===== config.mk =====
export PLATFORM = sky130hd
export DESIGN_NAME = imu_packet_field_parser
export DESIGN_NICKNAME = d
export VERILOG_FILES = /design/src/rtl/imupf_pkg.sv /design/src/rtl/imupf_parser.sv /design/src/rtl/imupf_yaw_align.sv /design/src/rtl/imupf_yaw_round.sv /design/src/rtl/imu_packet_field_parser.sv
export SDC_FILE = /design/constraint.sdc
export NUM_CORES = 1
export LEC_CHECK = 0
export ABC_AREA = 1
export BUFFER_PORTS_ARGS = -buffer_cell sky130_fd_sc_hd__buf_4
export CAP_MARGIN = 20
export CORE_ASPECT_RATIO = 1.25
export CORE_MARGIN = 3
export CORE_UTILIZATION = 53
export CTS_BUF_LIST = sky130_fd_sc_hd__clkbuf_2
export DETAILED_ROUTE_END_ITERATION = 8
export PLACE_DENSITY = 0.7
export SLEW_MARGIN = 0
export SYNTH_ARGS = -nofsm -noshare
export SYNTH_HDL_FRONTEND = slang
export SYNTH_HIERARCHICAL = 1
export SYNTH_SLANG_ARGS = --single-unit

===== constraint.sdc =====
create_clock -name clk -period 6.6 [get_ports clk]
set_input_delay 1.98 -clock clk [delete_from_list [all_inputs] [get_ports clk]]
set_output_delay 1.98 -clock clk [all_outputs]
set_load 0.05 [all_outputs]

===== src/rtl/imupf_pkg.sv =====
// ----------------------------------------------------------------------------
// imupf_pkg
// Types and constants shared by the packet field parser modules.
// ----------------------------------------------------------------------------
`default_nettype none

package imupf_pkg;

	localparam logic [15:0] ID_EULER   = 16'h2030;
	localparam logic [15:0] ID_ACCEL   = 16'h4020;
	localparam logic [15:0] ID_FREEACC = 16'h4030;
	localparam logic [15:0] ID_GYRO    = 16'h8020;
	localparam logic [7:0]  VEC_LEN    = 8'd12;
	localparam logic [30:0] YAW_WRAP_MAG = 31'h43B4_0000;
	localparam logic [31:0] NEG_ZERO   = 32'h8000_0000;
	localparam logic [7:0]  EXP_MAX    = 8'hFF;
	localparam int          SUM_W      = 27;
	localparam int          LZ_W       = 5;

	typedef enum logic [1:0] {
		KIND_EULER   = 2'd0,
		KIND_ACCEL   = 2'd1,
		KIND_FREEACC = 2'd2,
		KIND_GYRO    = 2'd3
	} kind_t;

	typedef enum logic [2:0] {
		HP_IDLE,
		HP_H1,
		HP_H2,
		HP_H3,
		HP_PAYLOAD
	} hdr_pos_t;

	typedef enum logic [1:0] {
		PH_ID_HI,
		PH_ID_LO,
		PH_LEN,
		PH_DATA
	} phase_t;

	typedef struct packed {
		logic [7:0] data_byte;
		logic       frame_start;
	} in_t;

	typedef struct packed {
		logic [1:0]  vector_kind;
		logic [31:0] value_x;
		logic [31:0] value_y;
		logic [31:0] value_z;
	} out_t;

	typedef struct packed {
		out_t res;
		logic wrap;
	} parse_t;

	typedef struct packed {
		out_t             res;
		logic             wrap;
		logic             sign;
		logic [7:0]       exp;
		logic [SUM_W-1:0] diff;
	} align_t;

endpackage

`default_nettype wire


===== src/rtl/imupf_parser.sv =====
// ----------------------------------------------------------------------------
// imupf_parser
// Byte state machine that walks the packet and registers finished vectors.
// ----------------------------------------------------------------------------
`default_nettype none

module imupf_parser (
	input  wire                  clk,
	input  wire                  arst_n,
	input  wire                  accept,
	input  wire                  adv,
	input  imupf_pkg::in_t       byte_in,
	output logic                 valid_s1,
	output imupf_pkg::parse_t    data_s1
);

	imupf_pkg::hdr_pos_t hp_q, hp_d;
	imupf_pkg::phase_t   ph_q, ph_d;
	logic [7:0]  rem_q, rem_d;
	logic [15:0] id_q, id_d;
	logic [7:0]  len_q, len_d;
	logic [7:0]  seen_q, seen_d;
	logic [31:0] comp_q [3];
	logic        wr_en;
	logic [1:0]  wr_idx;
	logic        emit;
	logic        kind_ok;
	logic [1:0]  kind;
	logic [7:0]  b;
	imupf_pkg::parse_t res;

	assign b = byte_in.data_byte;

	always_comb begin
		kind_ok = 1'b1;
		kind = imupf_pkg::KIND_EULER;
		unique case (id_q)
			imupf_pkg::ID_EULER:   kind = imupf_pkg::KIND_EULER;
			imupf_pkg::ID_ACCEL:   kind = imupf_pkg::KIND_ACCEL;
			imupf_pkg::ID_FREEACC: kind = imupf_pkg::KIND_FREEACC;
			imupf_pkg::ID_GYRO:    kind = imupf_pkg::KIND_GYRO;
			default:               kind_ok = 1'b0;
		endcase
	end

	always_comb begin
		hp_d = hp_q;
		ph_d = ph_q;
		rem_d = rem_q;
		id_d = id_q;
		len_d = len_q;
		seen_d = seen_q;
		wr_en = 1'b0;
		wr_idx = seen_q[3:2];
		emit = 1'b0;
		if (accept) begin
			if (byte_in.frame_start) begin
				hp_d = imupf_pkg::HP_H1;
				ph_d = imupf_pkg::PH_ID_HI;
			end else begin
				unique case (hp_q)
					imupf_pkg::HP_H1: hp_d = imupf_pkg::HP_H2;
					imupf_pkg::HP_H2: hp_d = imupf_pkg::HP_H3;
					imupf_pkg::HP_H3: begin
						rem_d = b;
						ph_d = imupf_pkg::PH_ID_HI;
						id_d = '0;
						len_d = '0;
						seen_d = '0;
						hp_d = (b != 8'd0) ? imupf_pkg::HP_PAYLOAD : imupf_pkg::HP_IDLE;
					end
					imupf_pkg::HP_PAYLOAD: begin
						rem_d = rem_q - 8'd1;
						unique case (ph_q)
							imupf_pkg::PH_ID_HI: begin
								id_d = {b, 8'd0};
								ph_d = imupf_pkg::PH_ID_LO;
							end
							imupf_pkg::PH_ID_LO: begin
								id_d = {id_q[15:8], b};
								ph_d = imupf_pkg::PH_LEN;
							end
							imupf_pkg::PH_LEN: begin
								len_d = b;
								seen_d = '0;
								ph_d = (b == 8'd0) ? imupf_pkg::PH_ID_HI : imupf_pkg::PH_DATA;
							end
							imupf_pkg::PH_DATA: begin
								wr_en = (seen_q < imupf_pkg::VEC_LEN);
								seen_d = seen_q + 8'd1;
								if (seen_d == len_q) begin
									emit = kind_ok && (len_q == imupf_pkg::VEC_LEN);
									ph_d = imupf_pkg::PH_ID_HI;
								end
							end
						endcase
						if (rem_d == 8'd0) begin
							hp_d = imupf_pkg::HP_IDLE;
							ph_d = imupf_pkg::PH_ID_HI;
						end
					end
					default: hp_d = imupf_pkg::HP_IDLE;
				endcase
			end
		end
	end

	always_comb begin
		res.res.vector_kind = kind;
		res.res.value_x = comp_q[0];
		res.res.value_y = comp_q[1];
		res.res.value_z = {comp_q[2][23:0], b};
		res.wrap = (kind == imupf_pkg::KIND_EULER) && res.res.value_z[31]
			&& (res.res.value_z != imupf_pkg::NEG_ZERO)
			&& (res.res.value_z[30:23] != imupf_pkg::EXP_MAX);
	end

	always_ff @(posedge clk or negedge arst_n) begin
		if (!arst_n) begin
			hp_q <= imupf_pkg::HP_IDLE;
			ph_q <= imupf_pkg::PH_ID_HI;
			rem_q <= '0;
			id_q <= '0;
			len_q <= '0;
			seen_q <= '0;
			valid_s1 <= 1'b0;
		end else begin
			hp_q <= hp_d;
			ph_q <= ph_d;
			rem_q <= rem_d;
			id_q <= id_d;
			len_q <= len_d;
			seen_q <= seen_d;
			if (adv) begin
				valid_s1 <= emit;
			end
		end
	end

	always_ff @(posedge clk) begin
		if (wr_en) begin
			comp_q[wr_idx] <= {comp_q[wr_idx][23:0], b};
		end
		if (adv) begin
			data_s1 <= res;
		end
	end

endmodule

`default_nettype wire


===== src/rtl/imupf_yaw_align.sv =====
// ----------------------------------------------------------------------------
// imupf_yaw_align
// First half of the yaw wrap: operand ordering, alignment and subtraction.
// ----------------------------------------------------------------------------
`default_nettype none

module imupf_yaw_align (
	input  wire                 clk,
	input  wire                 arst_n,
	input  wire                 adv,
	input  wire                 valid_s1,
	input  imupf_pkg::parse_t   data_s1,
	output logic                valid_s2,
	output imupf_pkg::align_t   data_s2
);

	localparam int EXT_W = 2 * imupf_pkg::SUM_W;

	logic [31:0] z;
	logic        gt;
	logic [23:0] sig_a, sig_w, big_sig, sm_sig;
	logic [7:0]  e_a, e_w, big_e, sm_e, d;
	logic [imupf_pkg::LZ_W-1:0] dc;
	logic [EXT_W-1:0] ext;
	logic [imupf_pkg::SUM_W-1:0] sm27;
	imupf_pkg::align_t nxt;

	always_comb begin
		z = data_s1.res.value_z;
		gt = z[30:0] > imupf_pkg::YAW_WRAP_MAG;
		sig_a = {(z[30:23] != 8'd0), z[22:0]};
		e_a = (z[30:23] == 8'd0) ? 8'd1 : z[30:23];
		sig_w = {1'b1, imupf_pkg::YAW_WRAP_MAG[22:0]};
		e_w = imupf_pkg::YAW_WRAP_MAG[30:23];
		big_sig = gt ? sig_a : sig_w;
		big_e = gt ? e_a : e_w;
		sm_sig = gt ? sig_w : sig_a;
		sm_e = gt ? e_w : e_a;
		d = big_e - sm_e;
		dc = (d > 8'(imupf_pkg::SUM_W)) ? imupf_pkg::LZ_W'(imupf_pkg::SUM_W)
			: d[imupf_pkg::LZ_W-1:0];
		ext = {sm_sig, 3'b000, {imupf_pkg::SUM_W{1'b0}}} >> dc;
		sm27 = {ext[EXT_W-1:imupf_pkg::SUM_W+1],
			ext[imupf_pkg::SUM_W] | (|ext[imupf_pkg::SUM_W-1:0])};
		nxt.res = data_s1.res;
		nxt.wrap = data_s1.wrap;
		nxt.sign = gt;
		nxt.exp = big_e;
		nxt.diff = {big_sig, 3'b000} - sm27;
	end

	always_ff @(posedge clk or negedge arst_n) begin
		if (!arst_n) begin
			valid_s2 <= 1'b0;
		end else if (adv) begin
			valid_s2 <= valid_s1;
		end
	end

	always_ff @(posedge clk) begin
		if (adv) begin
			data_s2 <= nxt;
		end
	end

endmodule

`default_nettype wire


===== src/rtl/imupf_yaw_round.sv =====
// ----------------------------------------------------------------------------
// imupf_yaw_round
// Second half of the yaw wrap: normalization, rounding and the output register.
// ----------------------------------------------------------------------------
`default_nettype none

module imupf_yaw_round (
	input  wire                 clk,
	input  wire                 arst_n,
	input  wire                 adv,
	input  wire                 valid_s2,
	input  imupf_pkg::align_t   data_s2,
	output logic                valid_q,
	output imupf_pkg::out_t     data_q
);

	logic [imupf_pkg::LZ_W-1:0]  lz;
	logic [imupf_pkg::SUM_W-1:0] norm;
	logic        rnd;
	logic [30:0] mag;
	imupf_pkg::out_t nxt;

	always_comb begin
		lz = '0;
		for (int i = 0; i < imupf_pkg::SUM_W; i++) begin
			if (data_s2.diff[i]) begin
				lz = imupf_pkg::LZ_W'(imupf_pkg::SUM_W - 1 - i);
			end
		end
		norm = data_s2.diff << lz;
		rnd = norm[2] & (norm[1] | norm[0] | norm[3]);
		mag = {data_s2.exp - 8'(lz), norm[imupf_pkg::SUM_W-2:3]} + 31'(rnd);
		nxt = data_s2.res;
		if (data_s2.wrap) begin
			if (data_s2.diff == '0) begin
				nxt.value_z = '0;
			end else begin
				nxt.value_z = {data_s2.sign, mag};
			end
		end
	end

	always_ff @(posedge clk or negedge arst_n) begin
		if (!arst_n) begin
			valid_q <= 1'b0;
		end else if (adv) begin
			valid_q <= valid_s2;
		end
	end

	always_ff @(posedge clk) begin
		if (adv) begin
			data_q <= nxt;
		end
	end

endmodule

`default_nettype wire


===== src/rtl/imu_packet_field_parser.sv =====
// ----------------------------------------------------------------------------
// imu_packet_field_parser
// Parses a sensor packet byte stream and emits three-component float vectors.
// ----------------------------------------------------------------------------
// One byte is taken every cycle when the output is not held off.
// A vector is captured in the parser register at the edge that accepts its last byte.
// The three stages are the parser register, the yaw align register and the
// yaw round register, which is also the output register.
// Reset clears the parser state and all stage valid flags at once.
// ----------------------------------------------------------------------------
`default_nettype none

module imu_packet_field_parser (
	input  wire               clk,
	input  wire               arst_n,
	input  wire               byte_valid,
	output logic              byte_stall,
	input  imupf_pkg::in_t    byte_data,
	output logic              vec_valid,
	input  wire               vec_stall,
	output imupf_pkg::out_t   vec_data
);

	logic adv1, adv2, adv3;
	logic accept;
	logic valid_s1, valid_s2;
	imupf_pkg::parse_t data_s1;
	imupf_pkg::align_t data_s2;

	assign adv3 = !vec_valid || !vec_stall;
	assign adv2 = !valid_s2 || adv3;
	assign adv1 = !valid_s1 || adv2;
	assign byte_stall = !adv1;
	assign accept = byte_valid && adv1;

	imupf_parser u_parser (
		.clk      (clk),
		.arst_n   (arst_n),
		.accept   (accept),
		.adv      (adv1),
		.byte_in  (byte_data),
		.valid_s1 (valid_s1),
		.data_s1  (data_s1)
	);

	imupf_yaw_align u_align (
		.clk      (clk),
		.arst_n   (arst_n),
		.adv      (adv2),
		.valid_s1 (valid_s1),
		.data_s1  (data_s1),
		.valid_s2 (valid_s2),
		.data_s2  (data_s2)
	);

	imupf_yaw_round u_round (
		.clk      (clk),
		.arst_n   (arst_n),
		.adv      (adv3),
		.valid_s2 (valid_s2),
		.data_s2  (data_s2),
		.valid_q  (vec_valid),
		.data_q   (vec_data)
	);

	a_stall_full : assert property (@(posedge clk) disable iff (!arst_n)
		byte_stall |-> (valid_s1 && valid_s2 && vec_valid))
		else $error("input held off while a stage is empty");

	a_s2_hold : assert property (@(posedge clk) disable iff (!arst_n)
		(valid_s2 && !adv3) |=> valid_s2)
		else $error("align stage lost an entry while blocked");

	a_out_src : assert property (@(posedge clk) disable iff (!arst_n)
		$rose(vec_valid) |-> $past(valid_s2))
		else $error("output became valid without an align entry");

endmodule

`default_nettype wire


==> impl_metrics.tcl, run 1 <==
set metrics [dict create \
    synth_seq_cells 492 \
    cts_buffers 112 \
    initial_utilization 0.5402 \
    avgSynthCellArea_sq_um 9.651 \
    crit_slowest_cell "nand3b_2" \
    final.min_clock_period_ns 5.702 \
    rows 87 \
    grt_setup_unrepaired "false" \
    synth_area_sq_mm 0.02458 \
    fmax_mhz 175.4 \
    rrSetupSlack_ns 0.90 \
    post-route-period-util 0.8639 \
    htreeDepth 3 \
    place_congestion 1.010 \
    die_area_sq_mm 0.04901 \
    dr.pass1.iters 6 \
    via_count 19493 \
    io_pins 113 \
    cp-end-kind "flip-flop" \
    clock_sinks 492 \
    ir_worst_vdd_v 0.0001973 \
    setup_viol 0 \
    worst_pin_slew_ns 1.023 \
    skew_ns 0.08325 \
    cap_violations 0 \
    cp-start-kind "flip-flop" \
    die_width_um 198.6 \
    post_cts_buffers 0 \
    drt-total-wl_um 67910 \
    hold_viol 0 \
    grt_antenna_before_repair 2 \
    critPathMaxStageDelay_ns 0.53 \
    grt_pass1_vias 18820 \
    r2r-end "u_align/data_s2[19]" \
    cp-endpoint "u_align/data_s2[19]" \
    dpl_worst_slack_ns 1.078 \
    cpMostUsedCell "nand2_1" \
    rr_worst_depth 30 \
    avgRoutedWirePerCell_um 19.92 \
    drv_slew 0 \
    required_ns 7.39 \
    yosys.cell_types.count 61 \
    fill_cells 4010 \
    grt_pass1_wl_um 104800 \
    grtUsageTotal 0.2785 \
    synth_edf_count 444 \
    hpwl_um 50460 \
    cts_resized 0 \
    synth-async-reset-ratio 0.09756 \
    synth_warnings 6 \
    die-height_um 246.8 \
    area_growth_pct 10.08 \
    io_buffers 112 \
    r2r-start "u_parser/data_s1[28]" \
    startpoint "u_parser/data_s1[28]" \
    synth_cells 2547 \
    p_total_w 0.006275 \
    criticalPathCategory "reg -> reg" \
    fin_ws_ns 0.8982 \
    cts_max_path_buffers 3 \
    cts_tree "built" \
    hold_slack_ns 0.4061 \
    setup-tns-final_ns 0 \
    cp.arrival_ns 6.50 \
    slew_headroom 0.3106 \
    hp-class "reg -> reg" \
    grt_max_degree 98 \
    dp_cells 3211 \
    overflow 0 \
    hold_buffers 0 \
    viasPerCell 5.718 \
    core_area_sq_mm 0.04550 \
    layout.nets 2794 \
    cts_root_buf "clkbuf_2" \
    ant_nets 0 \
    outcome "finished, final reports clean" \
    leakage_nw 11.64 \
    finalNonFillerCells 3409 \
    clock_latency_ns 1.11 \
    drc 0 \
    layout-drive-gt1-share 0.1516 \
    synth_flop_cell "edfxtp_1" \
    cp_max_fo 28 \
    ys_seq_area_frac 0.5913 \
    drt_first_iter_violations 1429 \
    powerDensity_mw_per_mm2 231.9 \
    path_clk_slew_ns 0.10 \
]
[critical path, delay by kind of cell (launching register included)]
kind | cells | cell delay, ns
AOI/OAI and AO/OA | 7 | 1.25
buffers and inverters | 2 | 0.51
and+or+nand+nor | 20 | 2.81
DFF | 1 | 0.47
adders and majority gates | 1 | 0.34
[metal layers]
| metal | GRT usage | up-vias | wire length, um |
|---|---|---|---|
| li1 | - | 9264 | - |
| met1 | 0.3570 | 9210 | 27470 |
| met2 | 0.4697 | 863 | 33390 |
| met3 | 0.03952 | 154 | 4051 |
| met4 | 0.1294 | 2 | 2982 |
| met5 | 0 | - | 13 |
[cell type report]
cell class / instances / area [sq um] / area share
diodes: 1 / 2.502 / 0.00009249
clock buffers: 166 / 830.8 / 0.03071
clock inverters: 31 / 173.9 / 0.006428
inverters: 273 / 1032 / 0.03815
multi-input cells: 1727 / 8690 / 0.3212
flip-flops and latches: 492 / 14530 / 0.5372
well taps: 578 / 723.2 / 0.02673
repair buffers: 141 / 1071 / 0.03958
[per-stage QoR]
step                      instance area, sq um    util
final                                    27060  0.5946
after floorplan                          24670       -
after global routing                     27060  0.5946
after global placement                   26050  0.5725
after detailed placement                 26050  0.5725
after CTS                                27050  0.5946
[cell usage in the layout, fill, tap and decap left out, types with 24 or more instances in the layout]
master    instances
o21ai_0          75
nor2_1          224
dfrtp_1          48
inv_1           248
conb_1           25
nor3_1           25
nand2_1         585
buf_4           140
a21oi_1          59
nand4_1          54
nand3_1         386
ha_1             33
clkbuf_2        166
clkinv_1         26
a22oi_1          24
xor2_1           27
edfxtp_1        444
[logic make-up (layout without fill, tap and decap cells)]
logic type | count (synthesis) | after routing | synth area share
simple gates | 1377 | 1377 | 0.2550
flops | 492 | 492 | 0.5913
xor+xnor | 33 | 33 | 0.01176
buf+inv | 351 | 611 | 0.05991
other cells | 2 | 26 | 0.0003055
fa+ha+maj | 34 | 34 | 0.01761
mux | 2 | 2 | 0.0009162
compound gates | 256 | 256 | 0.06322
[registers in the layout, indices dropped and copies added, names as in the netlist]
signal             count
u_parser/ph_q          2
u_round/data_q        98
u_parser/data_s1      99
u_align/valid_s2       1
u_round/valid_q        1
u_align/data_s2      135
u_parser/comp_q      112
u_parser/rem_q         8
u_parser/seen_q        8
u_parser/hp_q          3
u_parser/id_q         16
u_parser/len_q         8
u_parser/valid_s1      1
[worst min path at each step]
stage | startpoint | cells after the start | to
5_1_grt | u_align/data_s2[114] | 0 | u_round/data_q[77]
3_3_place_gp | u_parser/data_s1[64] | 0 | u_align/data_s2[100]
6_report | u_align/data_s2[108] | 0 | u_round/data_q[71]
3_5_place_dp | u_parser/data_s1[73] | 0 | u_align/data_s2[109]
4_1_cts | u_align/data_s2[108] | 0 | u_round/data_q[71]
2_1_floorplan | u_parser/data_s1[64] | 0 | u_align/data_s2[100]
[where the power goes]
part           internal [W]  total, W  leakage, nW  switching [W]
Sequential          0.00358   0.00369         5.18       0.000109
Combinational      0.000220  0.000740         5.69       0.000521
Clock              0.000693   0.00185        0.773        0.00116
[cells in the mapped netlist, types with 3 or more instances]
cell	instances	area [sq um]
nor4_1	16	100.1
nor2_4	8	90.09
nor3_1	27	135.1
o21bai_1	3	22.52
o21a_1	6	45.04
edfxtp_1	444	13330
nor2_2	19	118.9
a22oi_1	24	180.2
dfrtp_1	48	1201
o211ai_1	23	172.7
inv_2	17	63.81
nand3_1	386	1932
o21ai_1	23	115.1
buf_2	30	150.1
a22o_1	3	26.28
a31oi_1	11	68.82
nand3b_1	4	30.03
nand4_1	54	337.8
a21oi_2	4	35.03
nor3_2	3	30.03
buf_1	4	15.01
nor2_1	226	848.3
or2_2	5	31.28
buf_6	10	112.6
inv_1	249	934.7
clkinv_1	5	18.77
xnor2_1	6	52.55
nand2_2	18	112.6
buf_4	7	52.55
nand3_2	11	110.1
a21oi_1	59	295.3
xor2_1	27	236.5
nand2_1	586	2200
o31ai_1	5	37.54
o22ai_1	7	43.79
ha_1	33	412.9
o21ai_0	75	375.4
clkbuf_1	26	97.59
o221ai_1	3	26.28
Power figures use the tool's default switching activity.
==> inputs of run 2 (changes only) <==
Settings changed: ABC_AREA 1 to not set, SLEW_MARGIN 0 to 25.
==> impl_metrics.tcl, run 2 <==
set metrics [dict create \
    cp_max_fo 23 \
    setup_viol 0 \
    post_cts_buffers 0 \
    post-route-util 0.5980 \
    slew_headroom 0.3392 \
    overflow 0 \
    area_growth_pct 11.36 \
    clock_latency_ns 1.08 \
    hold_slack_ns 0.3931 \
    post_synth_main_area_contributors "edfxtp_1 54%, dfrtp_1 4.8%, nand2_1 2.3%" \
    cts_root_buf "clkbuf_2" \
    yosys.cell_types.count 126 \
    grt_pass1_wl_um 109200 \
    synth_warnings 6 \
    rows 88 \
    outcome "finished, final reports clean" \
    synth-async-reset-ratio 0.09756 \
    final_area_sq_mm 0.02766 \
    required_ns 7.39 \
    layout_commonest_cell "edfxtp_1" \
    synth_top_area_frac 0.5369 \
    worst_pin_slew_ns 0.9809 \
    hpwl_um 53260 \
    drv_slew 0 \
    grt_pass1_vias 18259 \
    htreeDepth 3 \
    hold_buffers 0 \
    final.min_clock_period_ns 6.317 \
    drc 0 \
    cap_violations 0 \
    fmax_mhz 158.3 \
    cts_max_path_buffers 3 \
    die_width_um 199.6 \
    synth_edf_count 444 \
    avgSynthCellArea_sq_um 12.33 \
    cp-start-kind "flip-flop" \
    initial_utilization 0.5370 \
    skew_ns 0.07347 \
    post-route-period-util 0.9572 \
    layout.nets 2280 \
    cts_tree "built" \
    regMostFlops "u_align/data_s2" \
    core_area_sq_mm 0.04624 \
    ir_worst_vdd_v 0.0002038 \
    place_congestion 1.002 \
    leakage_nw 10.39 \
    grt_antenna_before_repair 3 \
    drt_first_iter_violations 1834 \
    largest_reg_flops 135 \
    ys_seq_area_frac 0.5852 \
    dpl-instance-area_sq_mm 0.02662 \
    grt_setup_unrepaired "false" \
    largest_registers "u_align/data_s2 x135, u_parser/comp_q x112, u_parser/data_s1 x99" \
    post-synth-top-area-cell "edfxtp_1" \
    cts_buffers 109 \
    cts_resized 0 \
    drt-total-wl_um 73910 \
    path_clk_slew_ns 0.12 \
    final_cell_mix "444 x edfxtp_1, 187 x buf_4, 155 x clkbuf_2" \
    cp-end-kind "flip-flop" \
    setup-tns-final_ns 0 \
    criticalPathCategory "reg -> reg" \
    die-height_um 248.0 \
    fill_cells 3730 \
    die_area_sq_mm 0.04951 \
    powerDensity_mw_per_mm2 202.1 \
    synth_most_common_cell "edfxtp_1" \
    io_buffers 112 \
    viasPerCell 6.438 \
    via_count 18728 \
    avgRoutedWirePerCell_um 25.41 \
    grt_max_degree 72 \
    cp.arrival_ns 7.11 \
    io_pins 113 \
    synth_seq_cells 492 \
    synth_flop_cell "edfxtp_1" \
    layout-drive-gt1-share 0.2176 \
    ys_top_cells_by_count "444 x edfxtp_1, 155 x nand2_1, 137 x nor2_1" \
    hp-class "reg -> reg" \
    dr.pass1.iters 6 \
    ant_nets 0 \
    synth_cells 2015 \
    synth_area_sq_mm 0.02484 \
    clock_sinks 492 \
    hold_viol 0 \
    grtUsageTotal 0.2943 \
]
run 2: worst max-delay path, cell delays in order (launching register included):
cell and delay [ns]:
edfxtp_1 0.41, nor4_1 0.55, nand4_1 0.34, or3_4 0.61, a21oi_4 0.41, nor2_1 0.24
a211oi_1 0.55, mux2_2 0.31, mux2i_1 0.08, o22ai_1 0.17, nand2_1 0.09, ha_1 0.36
a21oi_1 0.21, o21bai_1 0.09, a21o_1 0.19, a21o_1 0.18, a21oi_1 0.12, o21ai_0 0.11
a21oi_1 0.17, nor2_1 0.09, o21ai_0 0.16, nand2b_1 0.09, a21oi_1 0.18, o21a_1 0.14
o31a_1 0.14, xnor2_1 0.06
run 2: report_power, final:
part	internal, W	switching [W]
registers	0.00340	0.0000592
logic	0.0000955	0.000164
clock network	0.000700	0.00117
run 2: layout make-up:
class / instances / area [sq um] / area share
Tap cell: 585 / 732.0 / 0.02647
Sequential cell: 492 / 14540 / 0.5256
Antenna cell: 3 / 7.507 / 0.0002715
Clock inverter: 44 / 250.2 / 0.009049
Clock buffer: 155 / 775.7 / 0.02805
Multi-Input combinational cell: 1386 / 9703 / 0.3509
Inverter: 55 / 207.7 / 0.007510
Timing Repair Buffer: 189 / 1444 / 0.05221
run 2: final timing paths:
kind	endpoint	cells past startpoint	from	slack, ns
worst max-delay path	u_align/data_s2[25]	25	u_parser/data_s1[5]	0.28
worst min-delay path	u_align/data_s2[129]	0	u_parser/data_s1[93]	0.39
worst max register to register	u_align/data_s2[25]	25	u_parser/data_s1[5]	0.28
worst min register to register	u_align/data_s2[129]	0	u_parser/data_s1[93]	0.39
max in group asynchronous	u_parser/seen_q[2]	1	arst_n	5.18
min in group asynchronous	u_align/valid_s2	1	arst_n	0.94
run 2: per-layer routing:
metal | wire, um | global-route usage
met2 | 36080 | 0.4876
met5 | 0 | 0
met3 | 5183 | 0.04505
met4 | 4525 | 0.1805
met1 | 28120 | 0.3648
run 2: logic make-up after synthesis:
kind of cell | count (synthesis) | share of synthesized area
AOI/OAI and AO/OA | 573 | 0.1675
xor gates and xnor gates | 67 | 0.02469
adders and majority gates | 34 | 0.01743
buffers and inverters | 160 | 0.03048
DFF | 492 | 0.5852
muxes | 64 | 0.03910
other | 2 | 0.0003024
and+or+nand+nor | 623 | 0.1353
run 2: metrics by stage:
stage          instances  setup WS (ns)  power (W)
2_1_floorplan       2038        0.03484   0.003689
3_3_place_gp        2707         0.6125   0.003774
3_5_place_dp        2707         0.4500   0.003785
4_1_cts             2906         0.3887   0.005669
5_1_grt             2908        0.02173   0.005856
6_report            2909         0.2826   0.005590
